--- config.mk ---
export PLATFORM = sky130hd
export DESIGN_NAME = retransmit_window_tracker
export DESIGN_NICKNAME = d
export VERILOG_FILES = /design/src/sv/rwt_pkg.sv /design/src/sv/rwt_regs.sv /design/src/sv/rwt_ctrl.sv /design/src/sv/rwt_dpath.sv /design/src/sv/retransmit_window_tracker.sv
export SDC_FILE = /design/constraint.sdc
export NUM_CORES = 1
export LEC_CHECK = 0
export ABC_AREA = 1
export BUFFER_PORTS_ARGS = -buffer_cell sky130_fd_sc_hd__buf_4
export CORE_MARGIN = 8
export CORE_UTILIZATION = 40
export CTS_BUF_LIST = sky130_fd_sc_hd__clkbuf_8
export CTS_CLUSTER_SIZE = 30
export DETAILED_ROUTE_END_ITERATION = 12
export GPL_TIMING_DRIVEN = 0
export PLACE_DENSITY_LB_ADDON = 0.05
export RECOVER_POWER = 100
export SYNTH_ARGS = -nofsm -noshare
export SYNTH_HDL_FRONTEND = slang
export SYNTH_SLANG_ARGS = --single-unit
--- constraint.sdc ---
create_clock -name i_clk -period 10.8 [get_ports i_clk]
set_input_delay 0.54 -clock i_clk [delete_from_list [all_inputs] [get_ports i_clk]]
set_output_delay 0.54 -clock i_clk [all_outputs]
set_load 0.05 [all_outputs]
--- src/sv/rwt_pkg.sv ---
// Shared types and codes of the retransmit window tracker.
// Used by the register block, the controller, the datapath and the top level.
`timescale 1ns / 1ps
package rwt_pkg;

    localparam int WINDOW_DEPTH_DEF = 8;
    localparam int TIME_BITS_DEF    = 32;

    localparam logic [3:0]  SEQ_MASK  = 4'h0F;
    localparam logic [3:0]  HALF_SEQ  = 4'h08;
    localparam logic [63:0] RTT_SAT   = 64'h0000_0000_FFFF_FFFF;

    typedef enum logic [1:0] {
        CMD_SEND  = 2'd0,
        CMD_ACK   = 2'd1,
        CMD_TICK  = 2'd2,
        CMD_CLEAR = 2'd3
    } t_cmd_e;

    typedef enum logic [2:0] {
        KIND_SENT      = 3'd0,
        KIND_REFUSED   = 3'd1,
        KIND_ACK_DONE  = 3'd2,
        KIND_RETX      = 3'd3,
        KIND_DROPPED   = 3'd4,
        KIND_TICK_DONE = 3'd5,
        KIND_CLEARED   = 3'd6
    } t_kind_e;

    typedef enum logic [1:0] {
        REG_WINDOW_LIMIT = 2'd0,
        REG_RETRY_LIMIT  = 2'd1,
        REG_RTT_ENABLE   = 2'd2
    } t_reg_e;

    // Datapath operations issued by the controller.
    typedef enum logic [3:0] {
        OP_NONE      = 4'd0,
        OP_CAPTURE   = 4'd1,
        OP_SEND      = 4'd2,
        OP_SEARCH    = 4'd3,
        OP_POP       = 4'd4,
        OP_ACK_DONE  = 4'd5,
        OP_CHECK     = 4'd6,
        OP_SHIFT     = 4'd7,
        OP_CLEAR     = 4'd8
    } t_op_e;

    typedef struct packed {
        logic [3:0] window_limit;
        logic [3:0] retry_limit;
        logic       rtt_enable;
    } t_cfg;

    typedef struct packed {
        t_cmd_e cmd;
        logic   search_skip;
        logic   search_done;
        logic   pop_more;
        logic   check_end;
        logic   check_drop;
        logic   shift_end;
    } t_dp_sts;

endpackage

--- src/sv/rwt_regs.sv ---
// Configuration registers of the retransmit window tracker behind an APB port.
// Depends on rwt_pkg for the register codes and the configuration struct.
`timescale 1ns / 1ps
module rwt_regs (
    input  logic          i_clk,
    input  logic          i_rst_n,
    input  logic          psel,
    input  logic          penable,
    input  logic          pwrite,
    input  logic [3:0]    paddr,
    input  logic [31:0]   pwdata,
    output logic [31:0]   prdata,
    output logic          pready,
    output rwt_pkg::t_cfg o_cfg
);
    import rwt_pkg::*;

    t_cfg   r_cfg;
    t_cfg   n_cfg;
    t_reg_e reg_sel;
    logic   wr_en;

    assign reg_sel = t_reg_e'(paddr[3:2]);
    assign wr_en   = psel && penable && pwrite;
    assign pready  = 1'b1;
    assign o_cfg   = r_cfg;

    always_comb begin
        n_cfg = r_cfg;
        if (wr_en) begin
            case (reg_sel)
                REG_WINDOW_LIMIT: n_cfg.window_limit = pwdata[3:0];
                REG_RETRY_LIMIT:  n_cfg.retry_limit  = pwdata[3:0];
                REG_RTT_ENABLE:   n_cfg.rtt_enable   = pwdata[0];
                default:          n_cfg = r_cfg;
            endcase
        end
    end

    always_comb begin
        case (reg_sel)
            REG_WINDOW_LIMIT: prdata = {28'd0, r_cfg.window_limit};
            REG_RETRY_LIMIT:  prdata = {28'd0, r_cfg.retry_limit};
            REG_RTT_ENABLE:   prdata = {31'd0, r_cfg.rtt_enable};
            default:          prdata = 32'd0;
        endcase
    end

    always_ff @(posedge i_clk) begin
        if (!i_rst_n) begin
            r_cfg.window_limit <= 4'd8;
            r_cfg.retry_limit  <= 4'd5;
            r_cfg.rtt_enable   <= 1'b1;
        end else begin
            r_cfg <= n_cfg;
        end
    end

endmodule

--- src/sv/rwt_ctrl.sv ---
// Sequencing state machine of the retransmit window tracker.
// Depends on rwt_pkg for the operation codes and the datapath status struct.
`timescale 1ns / 1ps
module rwt_ctrl (
    input  logic             i_clk,
    input  logic             i_rst_n,
    input  logic             i_start,
    input  rwt_pkg::t_dp_sts i_sts,
    output rwt_pkg::t_op_e   o_op,
    output logic             o_busy
);
    import rwt_pkg::*;

    typedef enum logic [8:0] {
        S_IDLE   = 9'b000000001,
        S_DECODE = 9'b000000010,
        S_SEND   = 9'b000000100,
        S_SEARCH = 9'b000001000,
        S_POP    = 9'b000010000,
        S_ACKD   = 9'b000100000,
        S_CHECK  = 9'b001000000,
        S_SHIFT  = 9'b010000000,
        S_CLEAR  = 9'b100000000
    } t_state_e;

    t_state_e r_state;
    t_state_e n_state;

    assign o_busy = (r_state != S_IDLE);

    always_comb begin
        n_state = r_state;
        o_op    = OP_NONE;
        case (r_state)
            S_IDLE: begin
                if (i_start) begin
                    o_op    = OP_CAPTURE;
                    n_state = S_DECODE;
                end
            end
            S_DECODE: begin
                case (i_sts.cmd)
                    CMD_SEND:  n_state = S_SEND;
                    CMD_ACK:   n_state = i_sts.search_skip ? S_POP : S_SEARCH;
                    CMD_TICK:  n_state = S_CHECK;
                    CMD_CLEAR: n_state = S_CLEAR;
                    default:   n_state = S_IDLE;
                endcase
            end
            S_SEND: begin
                o_op    = OP_SEND;
                n_state = S_IDLE;
            end
            S_SEARCH: begin
                o_op = OP_SEARCH;
                if (i_sts.search_done) begin
                    n_state = S_POP;
                end
            end
            S_POP: begin
                o_op = OP_POP;
                if (!i_sts.pop_more) begin
                    n_state = S_ACKD;
                end
            end
            S_ACKD: begin
                o_op    = OP_ACK_DONE;
                n_state = S_IDLE;
            end
            S_CHECK: begin
                o_op = OP_CHECK;
                if (i_sts.check_end) begin
                    n_state = S_IDLE;
                end else if (i_sts.check_drop) begin
                    n_state = S_SHIFT;
                end
            end
            S_SHIFT: begin
                o_op = OP_SHIFT;
                if (i_sts.shift_end) begin
                    n_state = S_CHECK;
                end
            end
            S_CLEAR: begin
                o_op    = OP_CLEAR;
                n_state = S_IDLE;
            end
            default: n_state = S_IDLE;
        endcase
    end

    always_ff @(posedge i_clk) begin
        if (!i_rst_n) begin
            r_state <= S_IDLE;
        end else begin
            r_state <= n_state;
        end
    end

endmodule

--- src/sv/rwt_dpath.sv ---
// Window storage, ring pointers and result registers of the tracker.
// Depends on rwt_pkg; driven one operation per cycle by rwt_ctrl.
`timescale 1ns / 1ps
module rwt_dpath #(
    parameter int WINDOW_DEPTH = rwt_pkg::WINDOW_DEPTH_DEF,
    parameter int TIME_BITS    = rwt_pkg::TIME_BITS_DEF
) (
    input  logic             i_clk,
    input  logic             i_rst_n,
    input  rwt_pkg::t_op_e   i_op,
    input  rwt_pkg::t_cfg    i_cfg,
    input  logic [1:0]       i_command,
    input  logic [3:0]       i_ack_seq,
    input  logic [7:0]       i_payload_tag,
    input  logic [31:0]      i_now_ticks,
    input  logic [31:0]      i_timeout_ticks,
    output rwt_pkg::t_dp_sts o_sts,
    output logic             o_valid,
    output logic [2:0]       o_kind,
    output logic [3:0]       o_seq,
    output logic [7:0]       o_tag_out,
    output logic             o_rtt_valid,
    output logic [31:0]      o_rtt_ticks,
    output logic [3:0]       o_pending_count,
    output logic             o_last
);
    import rwt_pkg::*;

    localparam int SW = (WINDOW_DEPTH > 1) ? $clog2(WINDOW_DEPTH) : 1;
    localparam int CW = $clog2(WINDOW_DEPTH + 1);
    localparam int PW = CW + 1;

    function automatic logic [SW-1:0] slot_of(input logic [SW-1:0] base,
                                               input logic [CW-1:0] pos);
        logic [PW-1:0] s;
        s = PW'(base) + PW'(pos);
        if (s >= PW'(WINDOW_DEPTH)) begin
            s = s - PW'(WINDOW_DEPTH);
        end
        return s[SW-1:0];
    endfunction

    // Entry storage, no reset: only entries below the count are read.
    logic [3:0]           r_eseq   [WINDOW_DEPTH];
    logic [TIME_BITS-1:0] r_etime  [WINDOW_DEPTH];
    logic [3:0]           r_eretry [WINDOW_DEPTH];
    logic [7:0]           r_etag   [WINDOW_DEPTH];

    // Control state.
    logic [CW-1:0] r_cnt,      n_cnt;
    logic [SW-1:0] r_oldest,   n_oldest;
    logic [3:0]    r_next_seq, n_next_seq;
    logic          r_valid,    n_valid;

    // Request and scratch registers.
    t_cmd_e               r_cmd;
    logic [3:0]           r_ack;
    logic [7:0]           r_tag;
    logic [TIME_BITS-1:0] r_now;
    logic [TIME_BITS-1:0] r_rto;
    logic [CW-1:0]        r_pos,  n_pos;
    logic [CW-1:0]        r_q,    n_q;
    logic                 r_rv,   n_rv;
    logic [31:0]          r_rtt,  n_rtt;
    logic [3:0]           r_ds,   n_ds;
    logic [7:0]           r_dt,   n_dt;

    // Result registers.
    logic [2:0]  r_kind,  n_kind;
    logic [3:0]  r_seq,   n_seq;
    logic [7:0]  r_otag,  n_otag;
    logic        r_orv,   n_orv;
    logic [31:0] r_ortt,  n_ortt;
    logic [3:0]  r_opend, n_opend;
    logic        r_last,  n_last;

    // Read and write port.
    logic [CW-1:0]        rd_pos;
    logic [SW-1:0]        rd_slot;
    logic [CW-1:0]        wr_pos;
    logic [SW-1:0]        wr_slot;
    logic                 wr_en;
    logic [3:0]           wr_seq;
    logic [TIME_BITS-1:0] wr_time;
    logic [3:0]           wr_retry;
    logic [7:0]           wr_tag;

    logic [3:0]           e_seq;
    logic [TIME_BITS-1:0] e_time;
    logic [3:0]           e_retry;
    logic [7:0]           e_tag;
    logic [TIME_BITS-1:0] age;
    logic [3:0]           lim;
    logic                 full;
    logic [3:0]           seq_gap;
    logic                 pos_last;
    logic                 q_last;

    always_comb begin
        case (i_op)
            OP_SHIFT: rd_pos = r_q + CW'(1);
            OP_POP:   rd_pos = '0;
            default:  rd_pos = r_pos;
        endcase
    end

    assign rd_slot = slot_of(r_oldest, rd_pos);
    assign wr_pos  = (i_op == OP_SEND) ? r_cnt : ((i_op == OP_SHIFT) ? r_q : r_pos);
    assign wr_slot = slot_of(r_oldest, wr_pos);

    assign e_seq   = r_eseq[rd_slot];
    assign e_time  = r_etime[rd_slot];
    assign e_retry = r_eretry[rd_slot];
    assign e_tag   = r_etag[rd_slot];

    assign age      = r_now - e_time;
    assign lim      = (i_cfg.window_limit < 4'(WINDOW_DEPTH)) ? i_cfg.window_limit
                                                             : 4'(WINDOW_DEPTH);
    assign full     = (4'(r_cnt) >= lim);
    assign seq_gap  = (r_ack - e_seq) & SEQ_MASK;
    assign pos_last = ((PW'(r_pos) + PW'(1)) >= PW'(r_cnt));
    assign q_last   = ((PW'(r_q) + PW'(1)) >= PW'(r_cnt));

    always_comb begin
        o_sts.cmd         = r_cmd;
        o_sts.search_skip = !i_cfg.rtt_enable || (r_cnt == '0);
        o_sts.search_done = (e_seq == r_ack) || pos_last;
        o_sts.pop_more    = (r_cnt != '0) && ((seq_gap & HALF_SEQ) == 4'd0) &&
                            (e_seq != r_ack);
        o_sts.check_end   = (r_pos >= r_cnt);
        o_sts.check_drop  = (age >= r_rto) && (e_retry >= i_cfg.retry_limit);
        o_sts.shift_end   = q_last;
    end

    always_comb begin
        n_cnt      = r_cnt;
        n_oldest   = r_oldest;
        n_next_seq = r_next_seq;
        n_pos      = r_pos;
        n_q        = r_q;
        n_rv       = r_rv;
        n_rtt      = r_rtt;
        n_ds       = r_ds;
        n_dt       = r_dt;
        n_valid    = 1'b0;
        n_kind     = r_kind;
        n_seq      = r_seq;
        n_otag     = 8'd0;
        n_orv      = 1'b0;
        n_ortt     = 32'd0;
        n_opend    = r_opend;
        n_last     = 1'b1;
        wr_en      = 1'b0;
        wr_seq     = e_seq;
        wr_time    = r_now;
        wr_retry   = 4'(e_retry + 4'd1);
        wr_tag     = e_tag;
        case (i_op)
            OP_CAPTURE: begin
                n_pos = '0;
                n_rv  = 1'b0;
                n_rtt = 32'd0;
            end
            OP_SEND: begin
                n_valid = 1'b1;
                n_seq   = r_next_seq;
                if (full) begin
                    n_kind  = KIND_REFUSED;
                    n_opend = 4'(r_cnt);
                end else begin
                    wr_en      = 1'b1;
                    wr_seq     = r_next_seq;
                    wr_retry   = 4'd0;
                    wr_tag     = r_tag;
                    n_cnt      = r_cnt + CW'(1);
                    n_kind     = KIND_SENT;
                    n_otag     = r_tag;
                    n_opend    = 4'(r_cnt + CW'(1));
                    n_next_seq = (r_next_seq + 4'd1) & SEQ_MASK;
                end
            end
            OP_SEARCH: begin
                n_pos = r_pos + CW'(1);
                if (e_seq == r_ack) begin
                    n_rv  = 1'b1;
                    n_rtt = (age > TIME_BITS'(RTT_SAT)) ? 32'hFFFF_FFFF : 32'(age);
                end
            end
            OP_POP: begin
                if ((r_cnt != '0) && ((seq_gap & HALF_SEQ) == 4'd0)) begin
                    n_oldest = slot_of(r_oldest, CW'(1));
                    n_cnt    = r_cnt - CW'(1);
                end
            end
            OP_ACK_DONE: begin
                n_valid = 1'b1;
                n_kind  = KIND_ACK_DONE;
                n_seq   = r_ack;
                n_orv   = r_rv;
                n_ortt  = r_rtt;
                n_opend = 4'(r_cnt);
            end
            OP_CHECK: begin
                if (r_pos >= r_cnt) begin
                    n_valid = 1'b1;
                    n_kind  = KIND_TICK_DONE;
                    n_seq   = 4'd0;
                    n_opend = 4'(r_cnt);
                end else if (age >= r_rto) begin
                    if (e_retry >= i_cfg.retry_limit) begin
                        n_ds = e_seq;
                        n_dt = e_tag;
                        n_q  = r_pos;
                    end else begin
                        wr_en   = 1'b1;
                        n_valid = 1'b1;
                        n_kind  = KIND_RETX;
                        n_seq   = e_seq;
                        n_otag  = e_tag;
                        n_opend = 4'(r_cnt);
                        n_last  = 1'b0;
                        n_pos   = r_pos + CW'(1);
                    end
                end else begin
                    n_pos = r_pos + CW'(1);
                end
            end
            OP_SHIFT: begin
                if (q_last) begin
                    n_cnt   = r_cnt - CW'(1);
                    n_valid = 1'b1;
                    n_kind  = KIND_DROPPED;
                    n_seq   = r_ds;
                    n_otag  = r_dt;
                    n_opend = 4'(r_cnt - CW'(1));
                    n_last  = 1'b0;
                end else begin
                    wr_en    = 1'b1;
                    wr_time  = e_time;
                    wr_retry = e_retry;
                    n_q      = r_q + CW'(1);
                end
            end
            OP_CLEAR: begin
                n_cnt      = '0;
                n_oldest   = '0;
                n_next_seq = 4'd0;
                n_valid    = 1'b1;
                n_kind     = KIND_CLEARED;
                n_seq      = 4'd0;
                n_opend    = 4'd0;
            end
            default: begin
                n_valid = 1'b0;
            end
        endcase
    end

    always_ff @(posedge i_clk) begin
        if (!i_rst_n) begin
            r_cnt      <= '0;
            r_oldest   <= '0;
            r_next_seq <= 4'd0;
            r_valid    <= 1'b0;
        end else begin
            r_cnt      <= n_cnt;
            r_oldest   <= n_oldest;
            r_next_seq <= n_next_seq;
            r_valid    <= n_valid;
        end
    end

    always_ff @(posedge i_clk) begin
        if (i_op == OP_CAPTURE) begin
            r_cmd <= t_cmd_e'(i_command);
            r_ack <= i_ack_seq;
            r_tag <= i_payload_tag;
            r_now <= TIME_BITS'(i_now_ticks);
            r_rto <= TIME_BITS'(i_timeout_ticks);
        end
        r_pos   <= n_pos;
        r_q     <= n_q;
        r_rv    <= n_rv;
        r_rtt   <= n_rtt;
        r_ds    <= n_ds;
        r_dt    <= n_dt;
        r_kind  <= n_kind;
        r_seq   <= n_seq;
        r_otag  <= n_otag;
        r_orv   <= n_orv;
        r_ortt  <= n_ortt;
        r_opend <= n_opend;
        r_last  <= n_last;
        if (wr_en) begin
            r_eseq[wr_slot]   <= wr_seq;
            r_etime[wr_slot]  <= wr_time;
            r_eretry[wr_slot] <= wr_retry;
            r_etag[wr_slot]   <= wr_tag;
        end
    end

    assign o_valid         = r_valid;
    assign o_kind          = r_kind;
    assign o_seq           = r_seq;
    assign o_tag_out       = r_otag;
    assign o_rtt_valid     = r_orv;
    assign o_rtt_ticks     = r_ortt;
    assign o_pending_count = r_opend;
    assign o_last          = r_last;

endmodule

--- src/sv/retransmit_window_tracker.sv ---
// Top level of the retransmit window tracker: registers, controller, datapath.
// Depends on rwt_pkg, rwt_regs, rwt_ctrl and rwt_dpath.
`timescale 1ns / 1ps
//
//  Channel   Handshake                         Payload
//  -------   -------------------------------   ------------------------------------
//  request   start high while busy low         i_command, i_ack_seq, i_payload_tag,
//                                              i_now_ticks, i_timeout_ticks
//  result    o_valid high for one cycle        o_kind, o_seq, o_tag_out, o_rtt_valid,
//                                              o_rtt_ticks, o_pending_count, o_last
//  config    APB write, psel penable pwrite    paddr, pwdata, prdata
//
// A send or a clear passes through the decode state and its own state to its
// result. An ack, with round-trip times enabled, first searches the window entry
// by entry for its round-trip time, then removes entries from the oldest end one
// at a time and ends in the ack-done state. A tick inspects the entries one at a
// time, and each drop moves the later entries up a slot one at a time; all of this
// comes from the single entry read port stepping through the window ring. The reset
// is synchronous and active low; it empties the window and loads the register
// defaults, and no clearing pass follows. Results are shown for exactly one cycle
// and cannot be stalled; busy stays high until the final result of a request is out.
module retransmit_window_tracker #(
    parameter int WINDOW_DEPTH = rwt_pkg::WINDOW_DEPTH_DEF,
    parameter int TIME_BITS    = rwt_pkg::TIME_BITS_DEF
) (
    input  logic        i_clk,
    input  logic        i_rst_n,
    input  logic        start,
    output logic        busy,
    input  logic [1:0]  i_command,
    input  logic [3:0]  i_ack_seq,
    input  logic [7:0]  i_payload_tag,
    input  logic [31:0] i_now_ticks,
    input  logic [31:0] i_timeout_ticks,
    output logic        o_valid,
    output logic [2:0]  o_kind,
    output logic [3:0]  o_seq,
    output logic [7:0]  o_tag_out,
    output logic        o_rtt_valid,
    output logic [31:0] o_rtt_ticks,
    output logic [3:0]  o_pending_count,
    output logic        o_last,
    input  logic        psel,
    input  logic        penable,
    input  logic        pwrite,
    input  logic [3:0]  paddr,
    input  logic [31:0] pwdata,
    output logic [31:0] prdata,
    output logic        pready
);
    import rwt_pkg::*;

    t_cfg    cfg;
    t_op_e   op;
    t_dp_sts sts;

    // The register block is to be changed only while the tracker is idle; it does not enforce this.
    rwt_regs u_regs (
        .i_clk   (i_clk),
        .i_rst_n (i_rst_n),
        .psel    (psel),
        .penable (penable),
        .pwrite  (pwrite),
        .paddr   (paddr),
        .pwdata  (pwdata),
        .prdata  (prdata),
        .pready  (pready),
        .o_cfg   (cfg)
    );

    // The controller issues one datapath operation per cycle.
    rwt_ctrl u_ctrl (
        .i_clk   (i_clk),
        .i_rst_n (i_rst_n),
        .i_start (start),
        .i_sts   (sts),
        .o_op    (op),
        .o_busy  (busy)
    );

    // The datapath holds the window ring and registers every result.
    rwt_dpath #(
        .WINDOW_DEPTH (WINDOW_DEPTH),
        .TIME_BITS    (TIME_BITS)
    ) u_dpath (
        .i_clk           (i_clk),
        .i_rst_n         (i_rst_n),
        .i_op            (op),
        .i_cfg           (cfg),
        .i_command       (i_command),
        .i_ack_seq       (i_ack_seq),
        .i_payload_tag   (i_payload_tag),
        .i_now_ticks     (i_now_ticks),
        .i_timeout_ticks (i_timeout_ticks),
        .o_sts           (sts),
        .o_valid         (o_valid),
        .o_kind          (o_kind),
        .o_seq           (o_seq),
        .o_tag_out       (o_tag_out),
        .o_rtt_valid     (o_rtt_valid),
        .o_rtt_ticks     (o_rtt_ticks),
        .o_pending_count (o_pending_count),
        .o_last          (o_last)
    );

    // The final result of a request appears only once the controller is idle.
    a_last_idle: assert property (@(posedge i_clk) disable iff (!i_rst_n)
        o_valid && o_last |-> !busy)
        else $error("final result shown while busy");

    // A result that is not the final one belongs to a tick still in progress.
    a_mid_busy: assert property (@(posedge i_clk) disable iff (!i_rst_n)
        o_valid && !o_last |-> busy)
        else $error("intermediate result while idle");

    // An accepted request keeps the tracker busy in the next cycle.
    a_accept_busy: assert property (@(posedge i_clk) disable iff (!i_rst_n)
        start && !busy |=> busy)
        else $error("request accepted without going busy");

    // The pending count never exceeds the window depth.
    a_pend_max: assert property (@(posedge i_clk) disable iff (!i_rst_n)
        o_valid |-> (o_pending_count <= 4'(WINDOW_DEPTH)))
        else $error("pending count above window depth");

endmodule

==> results of run 1 <==
[layout make-up]
cell class                 instances  area share [%]
clock inverter                    71            1.20
timing repair buffer             248            6.04
clock buffer                     118            5.10
buffer                           123            1.86
multi-input combinational       1492            25.3
tap                              873            3.43
sequential                       598            54.1
antenna                            2          0.0157
inverter                         244            2.88
[routing by layer]
metal	wire [um]	share of wire, %	up-vias
met1	35900	45	9523
met3	5440	6.8	149
met4	2010	2.5	2
met2	36500	46	633
li1	-	-	9322
met5	13	0.016	-
[cells by family (layout without fill, tap and decap cells)]
kind of cell	Yosys count	in the layout
xor gates and xnor gates	29	29
other	2	31
and+or+nand+nor	774	774
DFF	598	598
adders and majority gates	97	97
AOI/OAI and AO/OA	563	563
buffers and inverters	367	804
[metrics by stage]
stage	util (%)	hold WS (ps)	setup slack, ps	instance area, sq um	instances
6_report	47.8	77.4	708	31800	3769
5_1_grt	47.8	43.0	17.4	31800	3769
4_1_cts	48.5	16.5	512	32300	3766
3_5_place_dp	44.3	451	545	29600	3499
3_3_place_gp	43.6	455	-2850	29100	3477
2_1_floorplan	-	439	2600	26900	2457
[placed cells by master (no fill, tap or decap), drive strengths merged, types with 17 or more instances in the layout]
cell and count:
o211ai 17, conb 29, clkbuf 347, a21oi 84
ha 94, edfxtp 526, dlygate4sd3 78, xor2 22
dfxtp 72, nor3 23, o221ai 50, clkinv 26
nor2 345, buf 64, o22ai 45, inv 285
nand2 311, o21ai 319, nand4 17, nand3 56
[path summary, 6_finish.rpt]
| check | depth (start not counted) | endpoint |
|---|---|---|
| worst max register to register | 38 | u_dpath.r_etime[4][17] |
| worst min-delay path | 3 | u_regs.o_cfg[6] |
| worst min register to register | 2 | u_dpath.o_rtt_ticks[13] |
| worst max-delay path | 38 | u_dpath.r_etime[4][17] |
[power groups by stage]
| stage | registers (mW) | logic, mW | clock network [mW] |
|---|---|---|---|
| global route | 3.21 | 5.71 | 2.13 |
| detailed placement | 3.22 | 5.15 | 0 |
| finish | 3.19 | 5.10 | 1.98 |
| floorplan | 3.20 | 3.34 | 0 |
| CTS | 3.18 | 5.20 | 2.04 |
| global placement | 3.27 | 5.02 | 0 |
[critical path: cells and delay by family, from the launching register on]
kind,cells,cell delay [ps]
adder cells (fa/ha/maj),4,1570
buffers and inverters,8,2670
flip-flops,1,410
AND/OR/NAND/NOR,18,2930
AO/OA/AOI/OAI,8,2110
[state kept, by name (all words and copies together), names as in the netlist, 9 cells and up]
| register | cells |
|---|---|
| u_dpath.r_etime | 256 |
| u_dpath.r_etag | 64 |
| u_dpath.r_rto | 32 |
| u_dpath.r_now | 32 |
| u_dpath.r_rtt | 32 |
| u_dpath.o_rtt_ticks | 32 |
| u_ctrl.r_state | 9 |
| u_regs.o_cfg | 9 |
| u_dpath.r_eretry | 32 |
| u_dpath.r_eseq | 32 |
[what timing repair did]
| action | CTS | global route |
|---|---|---|
| setup buffers | 0 | 1 |
| hold endpoints to repair | 78 | 0 |
| hold buffers | 78 | 0 |
| setup endpoints to repair | 0 | 96 |
| resized for setup | 0 | 4 |
==> results.yml, run 1 <==
timing:
  slew_viol_final: 118
  fmax_mhz: 99.1
  post-route-period-util_pct: 93.4
  fin_crit_ps: 10090
  finalSetupViolations: 0
  rsz0062_at_grt: "no"
  finalHoldViolCount: 0
  fin_skew_ps: 38.4
  tightest_slew_ps: 2270
  slew-limit-headroom_pct: -52.0
  tns_ps: 0
grt:
  grt_max_degree: 34
  grt_use_total_pct: 20.8
  top_usage_layer: "met2"
  use_met3_pct: 4.12
  met2_usage_pct: 33.3
  grt_pass1_vias: 19600
  grt_antenna_before_repair: 4
  grt_pass1_wl_um: 119000
  globalRouteOverflowTotal: 0
  met1_usage_pct: 28.5
cts:
  cts_buffers: 102
  clock_latency_ps: 720
  cts.htree.levels: 3
  tritoncts: "done"
  clkSlewWorstSetupHoldPaths_ps: 60
  root_buffer: "clkbuf_8"
  clkSinkCount: 598
  cts_buffer_depth: 3
power_and_ir_drop:
  p_sw_share_pct: 45.5
  clockPowerShare_pct: 19.3
  power_mw: 10.3
  p_int_mw: 5.60
  pwr_density_cell_mw_per_mm2: 323
  pwr-share-comb_pct: 49.7
  switchingPower_mw: 4.67
  p_leak_nw: 12.2
  power_frac_seq_pct: 31.0
  ir_worst_vdd_mv: 0.135
critical_path:
  r2r-start: "u_ctrl.r_state[0]"
  required_ps: 11190
  endpoint_kind: "register"
  critPathLaunch: "u_ctrl.r_state[0]"
  reg2reg_slack_ps: 710
  cp_slowest_cell: "fa_1"
  slowest_delay_ps: 630
  cpMostUsedCell: "nand2_1"
  critical_path.max_fanout: 24
  cp-start-kind: "register"
  worstPathArrival_ps: 10480
  critical_path_class: "register to register"
hold_path:
  hold_start: "pwdata[1]"
  min_path_type: "input port to register"
synthesis:
  synth-edff-count: 526
  yosys.area.top_type: "edfxtp_1"
  synth_top_family_by_area: "compound AO/OA/AOI/OAI gates"
  synth.most_common_cell: "edfxtp_1"
  synth_area_sq_mm: 0.0268
  async_flop_share_pct: 0
  postSynthCellCount: 2430
  ys.flop_type: "edfxtp_1"
  synth-xor-area-share_pct: 0.949
  synth_fa_ha_area_share_pct: 4.62
  ys.warnings.count: 0
  synth_top_area_share_pct: 59.0
  synth_compound_area_share_pct: 12.2
  ys_seq_elements: 598
  synthTopCellsByArea: "edfxtp_1 59%, o21ai_0 5.7%, dfxtp_1 5.4%, nor2_1 4.8%, ha_1 4.4%"
  synth.distinct_cells: 57
  ys_seq_area_share_pct: 64.4
  synth.area.mux_share_pct: 0
  synthSimpleGateAreaFrac_pct: 12.1
  synth_commonest_cells: "526 x edfxtp_1, 339 x nor2_1, 307 x o21ai_0"
  avgSynthCellArea_sq_um: 11.0
floorplan:
  core-area_sq_mm: 0.0667
  rows: 95
  die-area_sq_mm: 0.0754
  die_y_um: 275
  die_w_um: 275
  initial_core_util_pct: 40.1
  pin_count: 208
route:
  drt_iter0_drc: 1446
  viasPerCell: 5.21
  drtAntennaViolNets: 0
  post_drt_wl_per_cell_um: 21.2
  vias: 19600
  drc: 0
  drt_wl_total_um: 79900
  dr.pass1.iters: 5
place:
  gp_congestion: 0.889
  hpwl_um: 56200
  port_buffers: 147
status:
  violations: "capacitance limit, slew limit"
  status: "finished, violations left"
layout:
  syn_to_final_growth_pct: 19.0
  nNetsFinal: 3026
  multi_input_area_sq_mm: 0.00807
  fillers: 6284
  seq_area_sq_mm: 0.0172
  drive_above_1_share_pct: 10.4
job:
  max-cap-violations: 4
(Power assumes the default switching activity.)
==> run 2, diff against run 1 <==
--- a/config.mk
+++ b/config.mk
@@ -17,4 +17,5 @@
 export RECOVER_POWER = 100
 export SYNTH_ARGS = -nofsm -noshare
 export SYNTH_HDL_FRONTEND = slang
+export SYNTH_HIERARCHICAL = 1
 export SYNTH_SLANG_ARGS = --single-unit
==> results.yml, run 2 <==
floorplan:
  die_w_um: 276
  core-area_sq_mm: 0.0672
  pin_count: 208
  die_y_um: 276
  rows: 95
  die-area_sq_mm: 0.0764
  initial_core_util_pct: 40.4
timing:
  layout_setup_ws_ps: 805
  finalSetupViolations: 0
  finalHoldViolCount: 0
  slew-limit-headroom_pct: -160
  fin_crit_ps: 9990
  hold_ws_ps: 71.3
  slew_viol_final: 97
  fmax_mhz: 100
  post-route-period-util_pct: 92.5
  fin_skew_ps: 28.1
  tightest_slew_ps: 3900
  rsz0062_at_grt: "no"
layout:
  final_cell_mix: "526 x edfxtp_1, 398 x nor2_1, 342 x nand2_1, 291 x o21ai_0, 259 x inv_1"
  drive_above_1_share_pct: 11.9
  final_util_pct: 48.2
  largest_register: "u_dpath/r_etime"
  reg_top3: "u_dpath/r_etime: 256 flops, u_dpath/r_etag: 64 flops"
  syn_to_final_growth_pct: 19.5
  layout_commonest_cell: "edfxtp_1"
  largest_reg_flops: 256
  stdcell_count: 3855
  nNetsFinal: 3111
grt:
  grt_antenna_before_repair: 2
  grt_max_degree: 65
  grt_use_total_pct: 20.3
  globalRouteOverflowTotal: 0
  grt_pass1_vias: 20000
  grt_pass1_wl_um: 121000
critical_path:
  path_buf_inv: 10
  endpoint_kind: "register"
  critical_path.max_fanout: 22
  cp_slowest_cell: "ha_1"
  critical_path_class: "register to register"
  slowest_delay_ps: 470
  cpMostUsedCell: "nand2_1"
  cp-start-kind: "register"
  cp_top_family: "simple AND/OR/NAND/NOR gates"
  required_ps: 11160
  worstPathArrival_ps: 10350
place:
  pre_cts_slack_ps: -252
  place_inst: 3576
  gp_congestion: 0.889
  port_buffers: 148
  hpwl_um: 56200
cts:
  cts_buffer_depth: 3
  clkSlewWorstSetupHoldPaths_ps: 60
  clock_latency_ps: 700
  cts.htree.levels: 3
  cts_buffers: 103
  root_buffer: "clkbuf_8"
  clkSinkCount: 598
  tritoncts: "done"
synthesis:
  avgSynthCellArea_sq_um: 10.8
  synth_top_area_share_pct: 58.3
  synth_commonest_cells: "526 x edfxtp_1, 402 x nor2_1, 337 x nand2_1"
  ys.warnings.count: 6
  ys_seq_area_share_pct: 63.6
  synth_area_sq_mm: 0.0271
  synth.distinct_cells: 61
  async_flop_share_pct: 0
  postSynthCellCount: 2509
  ys.flop_type: "edfxtp_1"
  ys_seq_elements: 598
  synthTopCellsByArea: "edfxtp_1 58%, nor2_1 5.6%, o21ai_0 5.4%, dfxtp_1 5.3%, nand2_1 4.7%"
  synth.most_common_cell: "edfxtp_1"
  synth-edff-count: 526
  yosys.area.top_type: "edfxtp_1"
route:
  post_drt_wl_per_cell_um: 20.6
  viasPerCell: 5.14
  vias: 19800
  drt_wl_total_um: 79300
  dr.pass1.iters: 6
  drtAntennaViolNets: 0
  drc: 0
  drt_iter0_drc: 1559
power_and_ir_drop:
  pwr_density_cell_mw_per_mm2: 342
  p_leak_nw: 12.6
  power_mw: 11.1
  ir_worst_vdd_mv: 0.152
status:
  status: "finished, violations left"
  violations: "capacitance limit, slew limit"
job:
  max-cap-violations: 2
hold_path:
  min_path_type: "input port to register"
==> run 2: stage by stage <==
stage	TNS (ps)	cell area, sq um
4_1_cts	0	32800
6_report	0	32400
2_1_floorplan	0	27200
5_1_grt	0	32400
3_5_place_dp	-7050	29900
3_3_place_gp	-1288370	29400
==> run 2: final timing paths <==
kind | start | endpoint | slack, ps | depth (start not counted)
worst max-delay path | u_ctrl/r_state[6] | u_dpath/r_etime[3][14] | 810 | 42
worst min-delay path | pwdata[3] | u_regs/o_cfg[8] | 70 | 3
worst max register to register | u_ctrl/r_state[6] | u_dpath/r_etime[3][14] | 810 | 42
worst min register to register | u_dpath/r_rtt[24] | u_dpath/o_rtt_ticks[24] | 460 | 2
==> run 2: what timing repair did <==
item / in CTS / in global routing
hold buffers: 78 / 0
endpoints found under the hold margin: 78 / 0
gates cloned: 0 / 0
setup endpoints to repair: 115 / 380
resized for setup: 1 / 4
pin swaps: 1 / 4
buffers inserted: 1 / 8
==> run 2: tightest hold or removal path, delay by kind of cell <==
family                 cells  cell delay, ps
AND/OR/NAND/NOR            2             100
buffers and inverters      1              90
==> run 2: power by group <==
| group | switching [mW] | internal [mW] |
|---|---|---|
| logic | 4.01 | 1.62 |
| clock network | 0.951 | 1.17 |
| registers | 0.134 | 3.20 |
| total | 5.09 | 5.99 |
==> run 2: layer usage <==
metal | share of wire, % | up-vias | track usage [%]
met4 | 1.9 | 0 | 5.69
met5 | 0 | - | 0
met1 | 44 | 9527 | 27.0
met3 | 7.1 | 88 | 4.54
li1 | - | 9517 | -
met2 | 47 | 676 | 33.4
==> run 2: logic make-up after synthesis <==
| family | Yosys count | share of synthesized area [%] |
|---|---|---|
| xor+xnor | 29 | 1.06 |
| other cells | 2 | 0.0277 |
| flops | 598 | 63.6 |
| simple gates | 903 | 14.2 |
| compound gates | 517 | 11.0 |
| buf+inv | 363 | 5.58 |
| fa+ha+maj | 97 | 4.56 |
==> run 2: cell type report <==
| type | count | area [sq um] |
|---|---|---|
| fill | 6271 | 34800 |
| sequential | 598 | 17200 |
| multi-input combinational | 1575 | 8460 |
| timing repair buffer | 254 | 1930 |
| clock buffer | 117 | 1610 |
| tap | 873 | 1090 |
| inverter | 243 | 913 |
| buffer | 119 | 602 |
| clock inverter | 75 | 538 |
| antenna | 1 | 2.50 |
